--- config.mk ---
export PLATFORM = sky130hd
export DESIGN_NAME = typed_slot_allocator_unit
export DESIGN_NICKNAME = d
export VERILOG_FILES = /design/src/rtl/core/tsa_pkg.sv /design/src/rtl/core/typed_slot_allocator_unit.sv /design/src/rtl/core/tsa_pool_mem.sv /design/src/rtl/core/tsa_alloc_core.sv
export VERILOG_INCLUDE_DIRS = /design/src /design/src/rtl/core
export SDC_FILE = /design/constraint.sdc
export NUM_CORES = 1
export LEC_CHECK = 0
export BUFFER_PORTS_ARGS = -buffer_cell sky130_fd_sc_hd__buf_2
export CORE_UTILIZATION = 57
export CTS_CLUSTER_DIAMETER = 80
export DETAILED_ROUTE_END_ITERATION = 8
export PLACE_DENSITY = 0.72
export SETUP_SLACK_MARGIN = 0.4
export SLEW_MARGIN = 20
export SYNTH_ARGS = -nofsm -noshare
export SYNTH_HDL_FRONTEND = slang
export SYNTH_HIERARCHICAL = 1
export SYNTH_SLANG_ARGS = --single-unit
--- constraint.sdc ---
create_clock -name i_clk -period 7.4 [get_ports i_clk]
set_input_delay 0.74 -clock i_clk [delete_from_list [all_inputs] [get_ports i_clk]]
set_output_delay 0.74 -clock i_clk [all_outputs]
set_load 0.01 [all_outputs]
--- src/rtl/core/typed_slot_allocator_unit_macros.svh ---
// assertion macros shared by the slot allocator rtl
`ifndef TYPED_SLOT_ALLOCATOR_UNIT_MACROS_SVH
`define TYPED_SLOT_ALLOCATOR_UNIT_MACROS_SVH

`ifndef SYNTHESIS
// same-cycle implication, checked outside reset
`define TSA_ASSERT_IMP(lbl, clk, rst_n, ante, cons) \
    lbl: assert property (@(posedge clk) disable iff (!rst_n) (ante) |-> (cons)) \
        else $error("slot allocator check failed");
// next-cycle implication, checked outside reset
`define TSA_ASSERT_NXT(lbl, clk, rst_n, ante, cons) \
    lbl: assert property (@(posedge clk) disable iff (!rst_n) (ante) |=> (cons)) \
        else $error("slot allocator check failed");
`else
`define TSA_ASSERT_IMP(lbl, clk, rst_n, ante, cons)
`define TSA_ASSERT_NXT(lbl, clk, rst_n, ante, cons)
`endif

`endif

--- src/rtl/core/tsa_pkg.sv ---
// shared constants and types of the typed slot allocator
`default_nettype none

package tsa_pkg;

    // field widths
    localparam int KIND_W = 2;
    localparam int TYPE_W = 4;
    localparam int IDX_W  = 6;
    localparam int PEAK_W = 7;
    localparam int STAT_W = 2;

    // default sizing
    localparam int SLOTS_DEF     = 64;
    localparam int NUM_TYPES_DEF = 14;

    // item kinds
    localparam logic [KIND_W-1:0] KIND_DEFINE  = 2'd0;
    localparam logic [KIND_W-1:0] KIND_PHI     = 2'd1;
    localparam logic [KIND_W-1:0] KIND_RELEASE = 2'd2;

    // result status codes
    localparam logic [STAT_W-1:0] STAT_OK     = 2'd0;
    localparam logic [STAT_W-1:0] STAT_BAD_ID = 2'd1;
    localparam logic [STAT_W-1:0] STAT_FULL   = 2'd2;

    // one result item
    typedef struct packed {
        logic [IDX_W-1:0]  out_index;
        logic              out_valid;
        logic              is_temp;
        logic [STAT_W-1:0] status;
        logic [PEAK_W-1:0] high_water;
        logic              temp_flag;
    } t_result;

endpackage

`default_nettype wire

--- src/rtl/core/typed_slot_allocator_unit.sv ---
// top level of the typed slot allocator: sequencer, state memory and result register
//
//  channel | valid   | stall   | payload
//  --------+---------+---------+-----------------------------------------------
//  input   | i_valid | o_stall | i_kind i_var_type i_has_uses_left i_slot_*
//  output  | o_valid | i_stall | o_out_index o_out_valid o_is_temp o_status
//          |         |         | o_high_water o_temp_flag
//
//  each item first reads its type's pool entry from the
//  synchronous state memory, then searches, updates and writes it back
//  one item is in flight at a time, so reads never overlap a pending write
//  reset clears the per-entry written flags; every pool then reads as free
//  a new item is taken while a finished result waits in the output register
//  a stalled output holds the write-back stage until the register drains
`default_nettype none
`include "typed_slot_allocator_unit_macros.svh"

module typed_slot_allocator_unit #(
    parameter int SLOTS     = tsa_pkg::SLOTS_DEF,
    parameter int NUM_TYPES = tsa_pkg::NUM_TYPES_DEF
) (
    input  wire logic                        i_clk,
    input  wire logic                        i_rst_n,
    input  wire logic                        i_valid,
    output logic                             o_stall,
    input  wire logic [tsa_pkg::KIND_W-1:0]  i_kind,
    input  wire logic [tsa_pkg::TYPE_W-1:0]  i_var_type,
    input  wire logic                        i_has_uses_left,
    input  wire logic [tsa_pkg::IDX_W-1:0]   i_slot_index,
    input  wire logic                        i_slot_valid,
    output logic                             o_valid,
    input  wire logic                        i_stall,
    output logic      [tsa_pkg::IDX_W-1:0]   o_out_index,
    output logic                             o_out_valid,
    output logic                             o_is_temp,
    output logic      [tsa_pkg::STAT_W-1:0]  o_status,
    output logic      [tsa_pkg::PEAK_W-1:0]  o_high_water,
    output logic                             o_temp_flag
);

    localparam int TYPE_W  = tsa_pkg::TYPE_W;
    localparam int ENTRY_W = SLOTS + tsa_pkg::PEAK_W + 1;
    localparam int ADDR_W  = (NUM_TYPES > 1) ? $clog2(NUM_TYPES) : 1;
    localparam logic [TYPE_W:0] TYPES_LIM = (TYPE_W+1)'(NUM_TYPES);

    localparam logic ST_IDLE = 1'b0;
    localparam logic ST_EXEC = 1'b1;

    logic                        r_state;
    logic                        n_state;
    logic [tsa_pkg::KIND_W-1:0]  r_kind;
    logic [TYPE_W-1:0]           r_type;
    logic                        r_uses;
    logic [tsa_pkg::IDX_W-1:0]   r_sidx;
    logic                        r_svalid;
    logic                        r_tok;
    logic                        r_out_valid;
    logic                        n_out_valid;
    tsa_pkg::t_result            r_res;

    logic                        in_acc;
    logic                        out_acc;
    logic                        type_ok;
    logic                        rd_en;
    logic                        load;
    logic                        core_wr;
    logic                        wr_en;
    logic [ENTRY_W-1:0]          rd_entry;
    logic [ENTRY_W-1:0]          wr_entry;
    tsa_pkg::t_result            core_res;

    // handshakes
    assign o_stall = (r_state != ST_IDLE);
    assign in_acc  = i_valid && !o_stall;
    assign out_acc = r_out_valid && !i_stall;
    assign type_ok = ({1'b0, i_var_type} < TYPES_LIM);
    assign rd_en   = in_acc && type_ok;
    assign load    = (r_state == ST_EXEC) && (!r_out_valid || !i_stall);
    assign wr_en   = load && core_wr;

    // pool state memory
    tsa_pool_mem #(
        .ENTRY_W   (ENTRY_W),
        .NUM_TYPES (NUM_TYPES),
        .ADDR_W    (ADDR_W)
    ) u_mem (
        .i_clk     (i_clk),
        .i_rst_n   (i_rst_n),
        .i_rd_en   (rd_en),
        .i_rd_addr (i_var_type[ADDR_W-1:0]),
        .o_rd_data (rd_entry),
        .i_wr_en   (wr_en),
        .i_wr_addr (r_type[ADDR_W-1:0]),
        .i_wr_data (wr_entry)
    );

    // search and update datapath
    tsa_alloc_core #(
        .SLOTS   (SLOTS),
        .ENTRY_W (ENTRY_W)
    ) u_core (
        .i_entry         (rd_entry),
        .i_tok           (r_tok),
        .i_kind          (r_kind),
        .i_has_uses_left (r_uses),
        .i_slot_index    (r_sidx),
        .i_slot_valid    (r_svalid),
        .o_entry         (wr_entry),
        .o_wr_en         (core_wr),
        .o_res           (core_res)
    );

    // sequencer next state
    always_comb begin
        n_state = r_state;
        unique case (r_state)
            ST_IDLE: begin
                if (in_acc) n_state = ST_EXEC;
            end
            ST_EXEC: begin
                if (load) n_state = ST_IDLE;
            end
            default: n_state = ST_IDLE;
        endcase
    end

    // output register occupancy
    always_comb begin
        priority if (load) begin
            n_out_valid = 1'b1;
        end else if (out_acc) begin
            n_out_valid = 1'b0;
        end else begin
            n_out_valid = r_out_valid;
        end
    end

    // control registers
    always_ff @(posedge i_clk) begin
        if (!i_rst_n) begin
            r_state     <= ST_IDLE;
            r_out_valid <= 1'b0;
        end else begin
            r_state     <= n_state;
            r_out_valid <= n_out_valid;
        end
    end

    // item and result payload
    always_ff @(posedge i_clk) begin
        if (in_acc) begin
            r_kind   <= i_kind;
            r_type   <= i_var_type;
            r_uses   <= i_has_uses_left;
            r_sidx   <= i_slot_index;
            r_svalid <= i_slot_valid;
            r_tok    <= type_ok;
        end
        if (load) begin
            r_res <= core_res;
        end
    end

    assign o_valid      = r_out_valid;
    assign o_out_index  = r_res.out_index;
    assign o_out_valid  = r_res.out_valid;
    assign o_is_temp    = r_res.is_temp;
    assign o_status     = r_res.status;
    assign o_high_water = r_res.high_water;
    assign o_temp_flag  = r_res.temp_flag;

    // checks
    `TSA_ASSERT_IMP(a_no_rd_wr_overlap, i_clk, i_rst_n, rd_en, !wr_en)
    `TSA_ASSERT_NXT(a_accept_starts_exec, i_clk, i_rst_n, in_acc, r_state == ST_EXEC)
    `TSA_ASSERT_IMP(a_load_needs_room, i_clk, i_rst_n, load, !r_out_valid || !i_stall)
    `TSA_ASSERT_IMP(a_full_not_valid, i_clk, i_rst_n,
                    r_out_valid && (o_status == tsa_pkg::STAT_FULL), !o_out_valid)
    `TSA_ASSERT_NXT(a_load_fills_out, i_clk, i_rst_n, load, r_out_valid && r_state == ST_IDLE)

endmodule

`default_nettype wire

--- src/rtl/core/tsa_pool_mem.sv ---
// pool state memory: one entry per type, valid bits give the cleared reset value
`default_nettype none

module tsa_pool_mem #(
    parameter int ENTRY_W   = tsa_pkg::SLOTS_DEF + tsa_pkg::PEAK_W + 1,
    parameter int NUM_TYPES = tsa_pkg::NUM_TYPES_DEF,
    parameter int ADDR_W    = (NUM_TYPES > 1) ? $clog2(NUM_TYPES) : 1
) (
    input  wire logic               i_clk,
    input  wire logic               i_rst_n,
    input  wire logic               i_rd_en,
    input  wire logic [ADDR_W-1:0]  i_rd_addr,
    output logic      [ENTRY_W-1:0] o_rd_data,
    input  wire logic               i_wr_en,
    input  wire logic [ADDR_W-1:0]  i_wr_addr,
    input  wire logic [ENTRY_W-1:0] i_wr_data
);

    logic [ENTRY_W-1:0]   r_mem [NUM_TYPES];
    logic [NUM_TYPES-1:0] r_written;
    logic [ENTRY_W-1:0]   r_rd_data;
    logic                 r_rd_ok;

    // storage array
    always_ff @(posedge i_clk) begin
        if (i_wr_en) begin
            r_mem[i_wr_addr] <= i_wr_data;
        end
        if (i_rd_en) begin
            r_rd_data <= r_mem[i_rd_addr];
        end
    end

    // per-entry written flags, cleared by reset
    always_ff @(posedge i_clk) begin
        if (!i_rst_n) begin
            r_written <= '0;
            r_rd_ok   <= 1'b0;
        end else begin
            if (i_wr_en) begin
                r_written[i_wr_addr] <= 1'b1;
            end
            if (i_rd_en) begin
                r_rd_ok <= r_written[i_rd_addr];
            end
        end
    end

    // an unwritten entry reads as all free, zero peak, no temp
    assign o_rd_data = r_rd_ok ? r_rd_data : '0;

endmodule

`default_nettype wire

--- src/rtl/core/tsa_alloc_core.sv ---
// allocation datapath: first-free search, slot set/clear, peak and temp update
`default_nettype none

module tsa_alloc_core #(
    parameter int SLOTS   = tsa_pkg::SLOTS_DEF,
    parameter int ENTRY_W = SLOTS + tsa_pkg::PEAK_W + 1
) (
    input  wire logic [ENTRY_W-1:0]              i_entry,
    input  wire logic                            i_tok,
    input  wire logic [tsa_pkg::KIND_W-1:0]      i_kind,
    input  wire logic                            i_has_uses_left,
    input  wire logic [tsa_pkg::IDX_W-1:0]       i_slot_index,
    input  wire logic                            i_slot_valid,
    output logic      [ENTRY_W-1:0]              o_entry,
    output logic                                 o_wr_en,
    output tsa_pkg::t_result                     o_res
);

    localparam int IDX_W  = tsa_pkg::IDX_W;
    localparam int PEAK_W = tsa_pkg::PEAK_W;
    localparam logic [IDX_W:0] SLOTS_LIM = (IDX_W+1)'(SLOTS);

    logic [SLOTS-1:0]  map_q;
    logic [PEAK_W-1:0] peak_q;
    logic              temp_q;
    logic [SLOTS-1:0]  free_bits;
    logic [SLOTS-1:0]  low_free;
    logic [SLOTS-1:0]  clr_mask;
    logic              any_free;
    logic [IDX_W-1:0]  first_idx;
    logic [PEAK_W-1:0] slot_cnt;
    logic [SLOTS-1:0]  map_d;
    logic [PEAK_W-1:0] peak_d;
    logic              temp_d;
    logic              in_pool;
    logic              known_kind;

    assign map_q  = i_entry[SLOTS-1:0];
    assign peak_q = i_entry[SLOTS+PEAK_W-1:SLOTS];
    assign temp_q = i_entry[ENTRY_W-1];

    // lowest free slot as a one-hot, then encoded
    assign free_bits = ~map_q;
    assign any_free  = i_tok && (|free_bits);
    assign low_free  = free_bits & (~free_bits + SLOTS'(1));

    always_comb begin
        first_idx = '0;
        for (int i = 0; i < SLOTS; i++) begin
            if (low_free[i]) begin
                first_idx = first_idx | IDX_W'(i);
            end
        end
    end

    assign slot_cnt = {1'b0, first_idx} + PEAK_W'(1);
    assign in_pool  = ({1'b0, i_slot_index} < SLOTS_LIM);

    // decoded kinds
    assign known_kind = (i_kind == tsa_pkg::KIND_DEFINE) || (i_kind == tsa_pkg::KIND_PHI)
                        || (i_kind == tsa_pkg::KIND_RELEASE);

    // release mask for the named slot
    always_comb begin
        for (int i = 0; i < SLOTS; i++) begin
            clr_mask[i] = (IDX_W'(i) == i_slot_index);
        end
    end

    // per-kind update
    always_comb begin
        map_d  = map_q;
        peak_d = peak_q;
        temp_d = temp_q;
        o_res  = '0;
        unique case (i_kind)
            tsa_pkg::KIND_DEFINE, tsa_pkg::KIND_PHI: begin
                if (i_has_uses_left) begin
                    if (!any_free) begin
                        o_res.status = tsa_pkg::STAT_FULL;
                    end else begin
                        map_d           = map_q | low_free;
                        peak_d          = (peak_q < slot_cnt) ? slot_cnt : peak_q;
                        o_res.out_index = first_idx;
                        o_res.out_valid = 1'b1;
                    end
                end else if (i_kind == tsa_pkg::KIND_DEFINE) begin
                    o_res.is_temp = 1'b1;
                    temp_d        = 1'b1;
                end
            end
            tsa_pkg::KIND_RELEASE: begin
                if (i_slot_valid) begin
                    o_res.out_index = i_slot_index;
                    o_res.out_valid = 1'b1;
                end
                if (!i_has_uses_left) begin
                    if (!i_slot_valid) begin
                        o_res.status = tsa_pkg::STAT_BAD_ID;
                    end else if (in_pool) begin
                        map_d = map_q & ~clr_mask;
                    end
                end
            end
            default: begin
            end
        endcase
        // unknown kind reports nothing, so pool fields only for known kinds
        if (i_tok && known_kind) begin
            o_res.high_water = peak_d;
            o_res.temp_flag  = temp_d;
        end
    end

    assign o_wr_en = i_tok && known_kind;
    assign o_entry = {temp_d, peak_d, map_d};

endmodule

`default_nettype wire

==> results of run 1 <==
[worst max-delay path by stage]
| stage | start | end | slack [ns] | cells after the start |
|---|---|---|---|---|
| after global routing | u_mem/r_rd_ok | u_mem/r_mem[10][64] | 0.52 | 17 |
| after global placement | u_mem/r_rd_ok | o_high_water[0] | 0.69 | 17 |
| after floorplan | i_stall | u_mem/r_mem[12][0] | 1.75 | 4 |
| after detailed placement | u_mem/r_rd_ok | o_high_water[4] | 0.75 | 18 |
| final | u_mem/r_rd_ok | u_mem/r_mem[7][64] | 0.87 | 18 |
| after CTS | u_mem/r_rd_ok | o_high_water[0] | 0.70 | 18 |
[worst max-delay path, cell delays in order (launching register included)]
cell and delay [ns]:
dfxtp_4 0.71, buf_4 0.29, and2_1 0.34, nand4_1 0.36, nor3_1 0.50, nand3_2 0.48
a21oi_1 0.44, a2111oi_0 0.15, nand3_1 0.19, ha_1 0.23, nand3_1 0.10, xor2_1 0.23
ha_1 0.29, a21o_1 0.18, a21o_1 0.17, a211oi_1 0.33, nand2_1 0.11, o21a_4 0.28
o21ai_1 0.74
[area by class of cell]
cell class | instances | area, µm² | area share [%]
clock buffers | 138 | 2880 | 5.61
repair buffers | 127 | 927 | 1.81
well taps | 1050 | 1310 | 2.56
flip-flops and latches | 1130 | 33800 | 65.8
multi-input cells | 1049 | 11800 | 23.0
inverters | 11 | 41.3 | 0.0805
clock inverters | 60 | 563 | 1.10
[power groups by stage]
stage	Clock (mW)	Sequential (mW)	Combinational [mW]
6_report	5.32	7.16	0.632
5_1_grt	5.65	7.16	0.670
4_1_cts	5.41	7.16	0.633
3_5_place_dp	0	7.30	0.630
3_3_place_gp	0	7.30	0.616
2_1_floorplan	0	7.27	0.434
[synth_stat cells (7+ instances only)]
master,instances
nor4_1,18
mux2_2,73
o31ai_1,11
o21ai_0,105
nand3_1,43
clkbuf_1,43
or2_2,8
and2_1,87
o21a_1,17
mux4_1,22
or3_1,12
nor3_1,30
dfxtp_1,17
mux4_2,267
a21oi_1,10
edfxtp_1,1113
and3_1,8
nand4_1,37
nand4b_1,12
buf_1,15
nor2_1,41
buf_2,26
o22ai_1,11
buf_6,20
nand2b_1,9
ha_1,7
nand4_2,9
inv_1,11
nand2_1,99
[metrics by stage]
stage / util [%] / setup WS [ns] / hold slack [ns] / power (mW) / cell area [µm²]
after floorplan: - / 1.75 / 0.435 / 7.70 / 46100
final: 64.5 / 0.865 / 0.231 / 13.1 / 51300
after global placement: 60.1 / 0.687 / 0.441 / 7.91 / 47800
after detailed placement: 60.1 / 0.748 / 0.449 / 7.93 / 47800
after global routing: 64.5 / 0.525 / 0.212 / 13.5 / 51300
after CTS: 64.4 / 0.697 / 0.198 / 13.2 / 51200
[flip-flops by register name, indices dropped and copies added, names as in the netlist]
signal and flops:
o_temp_flag 1, o_stall 1, o_valid 1, o_status 2, r_kind 2, u_mem/r_rd_data 72, u_mem/r_mem 1008, r_sidx 6
r_uses 1, o_out_index 6, o_high_water 7, r_type 4, r_svalid 1, r_tok 1, o_out_valid 1, o_is_temp 1
u_mem/r_rd_ok 1, u_mem/r_written 14
[cells by family (layout without fill, tap and decap cells)]
group,Yosys count,after routing
AND/OR/NAND/NOR,460,460
XOR/XNOR,3,3
flip-flops,1130,1130
AO/OA/AOI/OAI,212,212
adder cells (fa/ha/maj),7,7
multiplexers,367,367
buffers and inverters,122,336
[metal layers]
metal / up-vias / GRT usage [%] / share of wire (%)
li1: 9905 / - / -
met1: 12800 / 42.9 / 41
met2: 1182 / 48.3 / 49
met3: 219 / 3.91 / 7.3
met4: 4 / 8.46 / 2.6
met5: - / 0 / 0.016
==> flow_summary.toml, run 1 <==
[outcome]
status = "complete, no violations"

[route]
route.detailed.drc = 0
vias_per_cell = 6.75
vias = 24100
detail-route-antenna-nets = 0
drtPass1Iterations = 8
routed_wl_um = 119000
drt_iter0_markers = 2881
wl_per_cell_um = 33.4

[setup_path]
crit_type = "reg2reg"
reg2reg_depth = 18
r2r_end = "u_mem/r_mem[7][64]"
worstSetupStartpointType = "register"
end_kind = "register"
rrSetupSlack_ns = 0.87
cp_max_fo = 52
rr_startpoint = "u_mem/r_rd_ok"
critical_path_required_ns = 7.70
crit_arrival_ns = 6.84

[power]
swShare_pct = 21.0
p_int_mw = 10.4
switchingPower_mw = 2.75
combPwrFrac_pct = 4.8
leakage_nw = 16.3
p_clk_share_pct = 40.5
ir_worst_vdd_v = 0.000222
powerDensity_nw_per_um2 = 256
power_frac_seq_pct = 54.6

[synth]
synth_mux_area_share_pct = 16.2
yosys.area.top_type_share_pct = 72.5
synth_compound_area_share_pct = 2.94
yosys_warnings = 6
seq_area_frac_synth_pct = 73.3
syn_inst = 2301
syn_nets = 2326
synthAdderAreaFrac_pct = 0.190
yosys.area_share.simple_pct = 5.83
yosys-top-cells-area = "edfxtp_1 73%, mux4_2 13%, mux2_2 1.8%"
synth-xor-area-share_pct = 0.0570
syn-cell-area_um2 = 46100
ys_types = 80
ys_seq_elements = 1130
synth_top_family_by_area = "multiplexers"
synthArstFlopShare_pct = 0
synth_ff_type = "edfxtp_1"
synth_area_leader_cell = "edfxtp_1"
synth.avg_cell_area_um2 = 20.0
synth_edf_count = 1113

[place]
gp_congestion = 0.999
placed_cells = 3366
portBuffers = 37
dpl.hpwl_um = 69500

[final_layout]
drive_gt1_share_pct = 27.2
final_common_cell = "edfxtp_1"
nets = 2453
fin_cells = 3565
insertedDiodeCount = 0
syn_to_final_growth_pct = 11.4
layout_common_cells = "1113 x edfxtp_1, 267 x mux4_2, 111 x clkbuf_16"
fillerInstances = 5228

[timing]
fmax_mhz = 153
drv_slew = 0
period_minus_slack_ns = 6.53
finalSetupTns_ns = 0
worst_pin_slew_ns = 1.24
skew_ns = 0.0601
max-slew-margin-rel_pct = 17.1
rsz0062_at_grt = "false"
setup_viol = 0
report.final.hold_viol_count = 0
fin_crit_sh_pct = 88.3

[floorplanning]
die_y_um = 286
die_w_um = 286
rows = 103
dieArea_um2 = 82000
ios = 38
start_util_pct = 57.9
core_um2 = 79500

[clocking]
cts-root-buf = "clkbuf_16"
worstSkewPairLatency_ns = 0.69
clk_pin_slew_ns = 0.06
cts_resized = 0
cts_buffer_depth = 3
htreeDepth = 3
cts.sinks = 1130
cts_tree = "done"
hold_buffers = 0
cts_buffers = 109
postCtsSetupBuffers = 0

[worst_hold_path]
min_to = "r_svalid"
hp-class = "in2reg"
hp-start = "i_slot_valid"
hold_path_depth = 1

[global_routing]
antenna_found_initial = 2
grt_remaining_overflow = 0
first_global_vias = 24500
track_usage_pct = 29.7
grt_pass1_wl_um = 172000
grt_max_degree = 138

[job]
cap_violations = 0
Power figures use the tool's default switching activity.
==> run 2, diff against run 1 <==
--- a/config.mk
+++ b/config.mk
@@ -7,13 +7,13 @@
 export NUM_CORES = 1
 export LEC_CHECK = 0
 export BUFFER_PORTS_ARGS = -buffer_cell sky130_fd_sc_hd__buf_2
-export CORE_UTILIZATION = 57
+export CORE_UTILIZATION = 50
 export CTS_CLUSTER_DIAMETER = 80
 export DETAILED_ROUTE_END_ITERATION = 8
-export PLACE_DENSITY = 0.72
+export PLACE_DENSITY = 0.64
 export SETUP_SLACK_MARGIN = 0.4
+export SKIP_CTS_REPAIR_TIMING = 1
 export SLEW_MARGIN = 20
 export SYNTH_ARGS = -nofsm -noshare
 export SYNTH_HDL_FRONTEND = slang
-export SYNTH_HIERARCHICAL = 1
 export SYNTH_SLANG_ARGS = --single-unit
==> flow_summary.toml, run 2 <==
[worst_hold_path]
hold_path_depth = 1
hp-start = "i_slot_valid"
min_to = "r_svalid"
hp-class = "in2reg"

[global_routing]
grt_max_degree = 100
grt_remaining_overflow = 0
track_usage_pct = 26.8
antenna_found_initial = 0
grt_pass1_wl_um = 179000
first_global_vias = 25200

[place]
dpl.hpwl_um = 75300
portBuffers = 37
gp_congestion = 1.02

[synth]
synth.avg_cell_area_um2 = 19.2
ys_types = 78
syn-cell-area_um2 = 46200
synth.most_common_cell = "edfxtp_1"
yosys.area.top_type_share_pct = 72.3
yosys-top-cells-area = "edfxtp_1 72%, mux4_2 14%, mux2_2 1.8%"
ys_seq_elements = 1130
syn_nets = 2435
synthArstFlopShare_pct = 0
seq_area_frac_synth_pct = 73.0
syn_inst = 2410
synth_area_leader_cell = "edfxtp_1"
yosys_warnings = 0
synth_edf_count = 1113
yosys-top-cells-count = "1113 x edfxtp_1, 291 x mux4_2, 132 x nand2_1"
synth_ff_type = "edfxtp_1"

[final_layout]
final_common_cell = "edfxtp_1"
reg_top3 = "u_mem.r_mem x1008, u_mem.r_rd_data x72, u_mem.r_written x14"
insertedDiodeCount = 0
top_register = "u_mem.r_mem"
layout_common_cells = "1113 x edfxtp_1, 291 x mux4_2, 132 x nand2_1"
syn_to_final_growth_pct = 12.0
largest_reg_flops = 1008
drive_gt1_share_pct = 26.3
final_util_pct = 56.5
nets = 2558
fillerInstances = 6857

[route]
vias_per_cell = 6.54
route.detailed.drc = 0
wl_per_cell_um = 32.5
routed_wl_um = 123000
vias = 24900
drt_iter0_markers = 3038
drtPass1Iterations = 7
detail-route-antenna-nets = 0

[timing]
fin_crit_sh_pct = 87.4
rsz0062_at_grt = "false"
finalSetupTns_ns = 0
fmax_mhz = 155
worst_pin_slew_ns = 1.13
drv_slew = 0
max-slew-margin-rel_pct = 24.0
report.final.hold_viol_count = 0
skew_ns = 0.0282
setup_viol = 0
period_minus_slack_ns = 6.47

[clocking]
cts_tree = "done"
cts_buffers = 110
cts_buffer_depth = 3
cts.sinks = 1130
worstSkewPairLatency_ns = 0.71
cts-root-buf = "clkbuf_16"
clk_pin_slew_ns = 0.07
htreeDepth = 3

[setup_path]
worstSetupStartpointType = "register"
cp_max_fo = 78
reg2reg_depth = 13
crit_chain = "nand2_1 -> nor4_2 -> nand2_1 -> o41ai_1 -> or2_2 -> ha_1 -> xor2_1 -> ha_1 -> a21oi_1 -> nand2_1 -> o31a_1 -> a2111oi_4 -> mux2i_1"
crit_top_cell = "nand2_1"
rr_startpoint = "u_mem.r_rd_ok"
r2r_end = "u_mem.r_mem[12][67]"
crit_arrival_ns = 6.83
rrSetupSlack_ns = 0.93
critical_path_required_ns = 7.76
end_kind = "register"
critPathSlowestCell = "dfxtp_4"
path_buf_inv = 0
crit_type = "reg2reg"
slowest_delay_ns = 0.86
critPathTopFamily = "compound AO/OA/AOI/OAI gates"

[outcome]
status = "complete, no violations"

[power]
powerDensity_nw_per_um2 = 255
leakage_nw = 16.2
ir_worst_vdd_v = 0.000218

[job]
cap_violations = 0

[floorplanning]
die_y_um = 306
dieArea_um2 = 93700
core_um2 = 91700
rows = 111
ios = 38
die_w_um = 306
start_util_pct = 50.4
## run 2: cells by family (layout without fill, tap and decap cells)
| family | after synthesis | count (layout) | synth area share (%) |
|---|---|---|---|
| adder cells (fa/ha/maj) | 7 | 7 | 0.189 |
| flip-flops | 1130 | 1130 | 73.0 |
| multiplexers | 369 | 369 | 16.1 |
| XOR/XNOR | 3 | 3 | 0.0568 |
| AO/OA/AOI/OAI | 237 | 237 | 3.55 |
| AND/OR/NAND/NOR | 521 | 521 | 5.84 |
| buffers and inverters | 143 | 351 | 1.27 |
## run 2: per-layer routing
metal | up-vias | track usage, % | routed length (µm) | part of all wire (%)
li1 | 10300 | - | - | -
met1 | 13300 | 38.6 | 52400 | 42
met2 | 1054 | 43.3 | 60100 | 49
met3 | 216 | 3.66 | 7760 | 6.3
met4 | 0 | 7.23 | 3200 | 2.6
met5 | - | 0 | 0 | 0
## run 2: layout make-up
type	count	area [µm²]	area share [%]
Clock inverter	52	480	0.928
Clock buffer	145	2910	5.63
Sequential cell	1130	33800	65.2
Tap cell	1186	1480	2.87
Multi-Input combinational cell	1137	12100	23.4
Inverter	28	108	0.208
Timing Repair Buffer	126	917	1.77
## run 2: how the worst max path moves through the flow
stage	end	cells after the start	from	slack (ns)
floorplan	u_mem.r_mem[1][0]	4	i_stall	0.98
finish	u_mem.r_mem[12][67]	13	u_mem.r_rd_ok	0.93
global route	u_mem.r_mem[11][67]	16	u_mem.r_rd_ok	0.63
CTS	u_mem.r_mem[7][67]	13	u_mem.r_rd_ok	1.14
global placement	u_mem.r_mem[12][67]	14	u_mem.r_rd_ok	1.38
detailed placement	u_mem.r_mem[6][67]	13	u_mem.r_rd_ok	1.21
## run 2: stage by stage
step / instances / power [mW] / hold slack [ns] / instance area (µm²) / worst slack [ns]
2_1_floorplan: 2410 / 7.77 / 0.435 / 46300 / 0.975
3_3_place_gp: 3606 / 8.04 / 0.441 / 48300 / 1.38
3_5_place_dp: 3606 / 8.05 / 0.453 / 48300 / 1.21
4_1_cts: 3803 / 13.3 / 0.162 / 51700 / 1.14
5_1_grt: 3804 / 13.6 / 0.177 / 51800 / 0.634
6_report: 3804 / 13.2 / 0.205 / 51800 / 0.931
## run 2: power by group
part	internal, mW	switching (mW)
combinational	0.265	0.421
sequential	7.13	0.104
clock	2.95	2.33
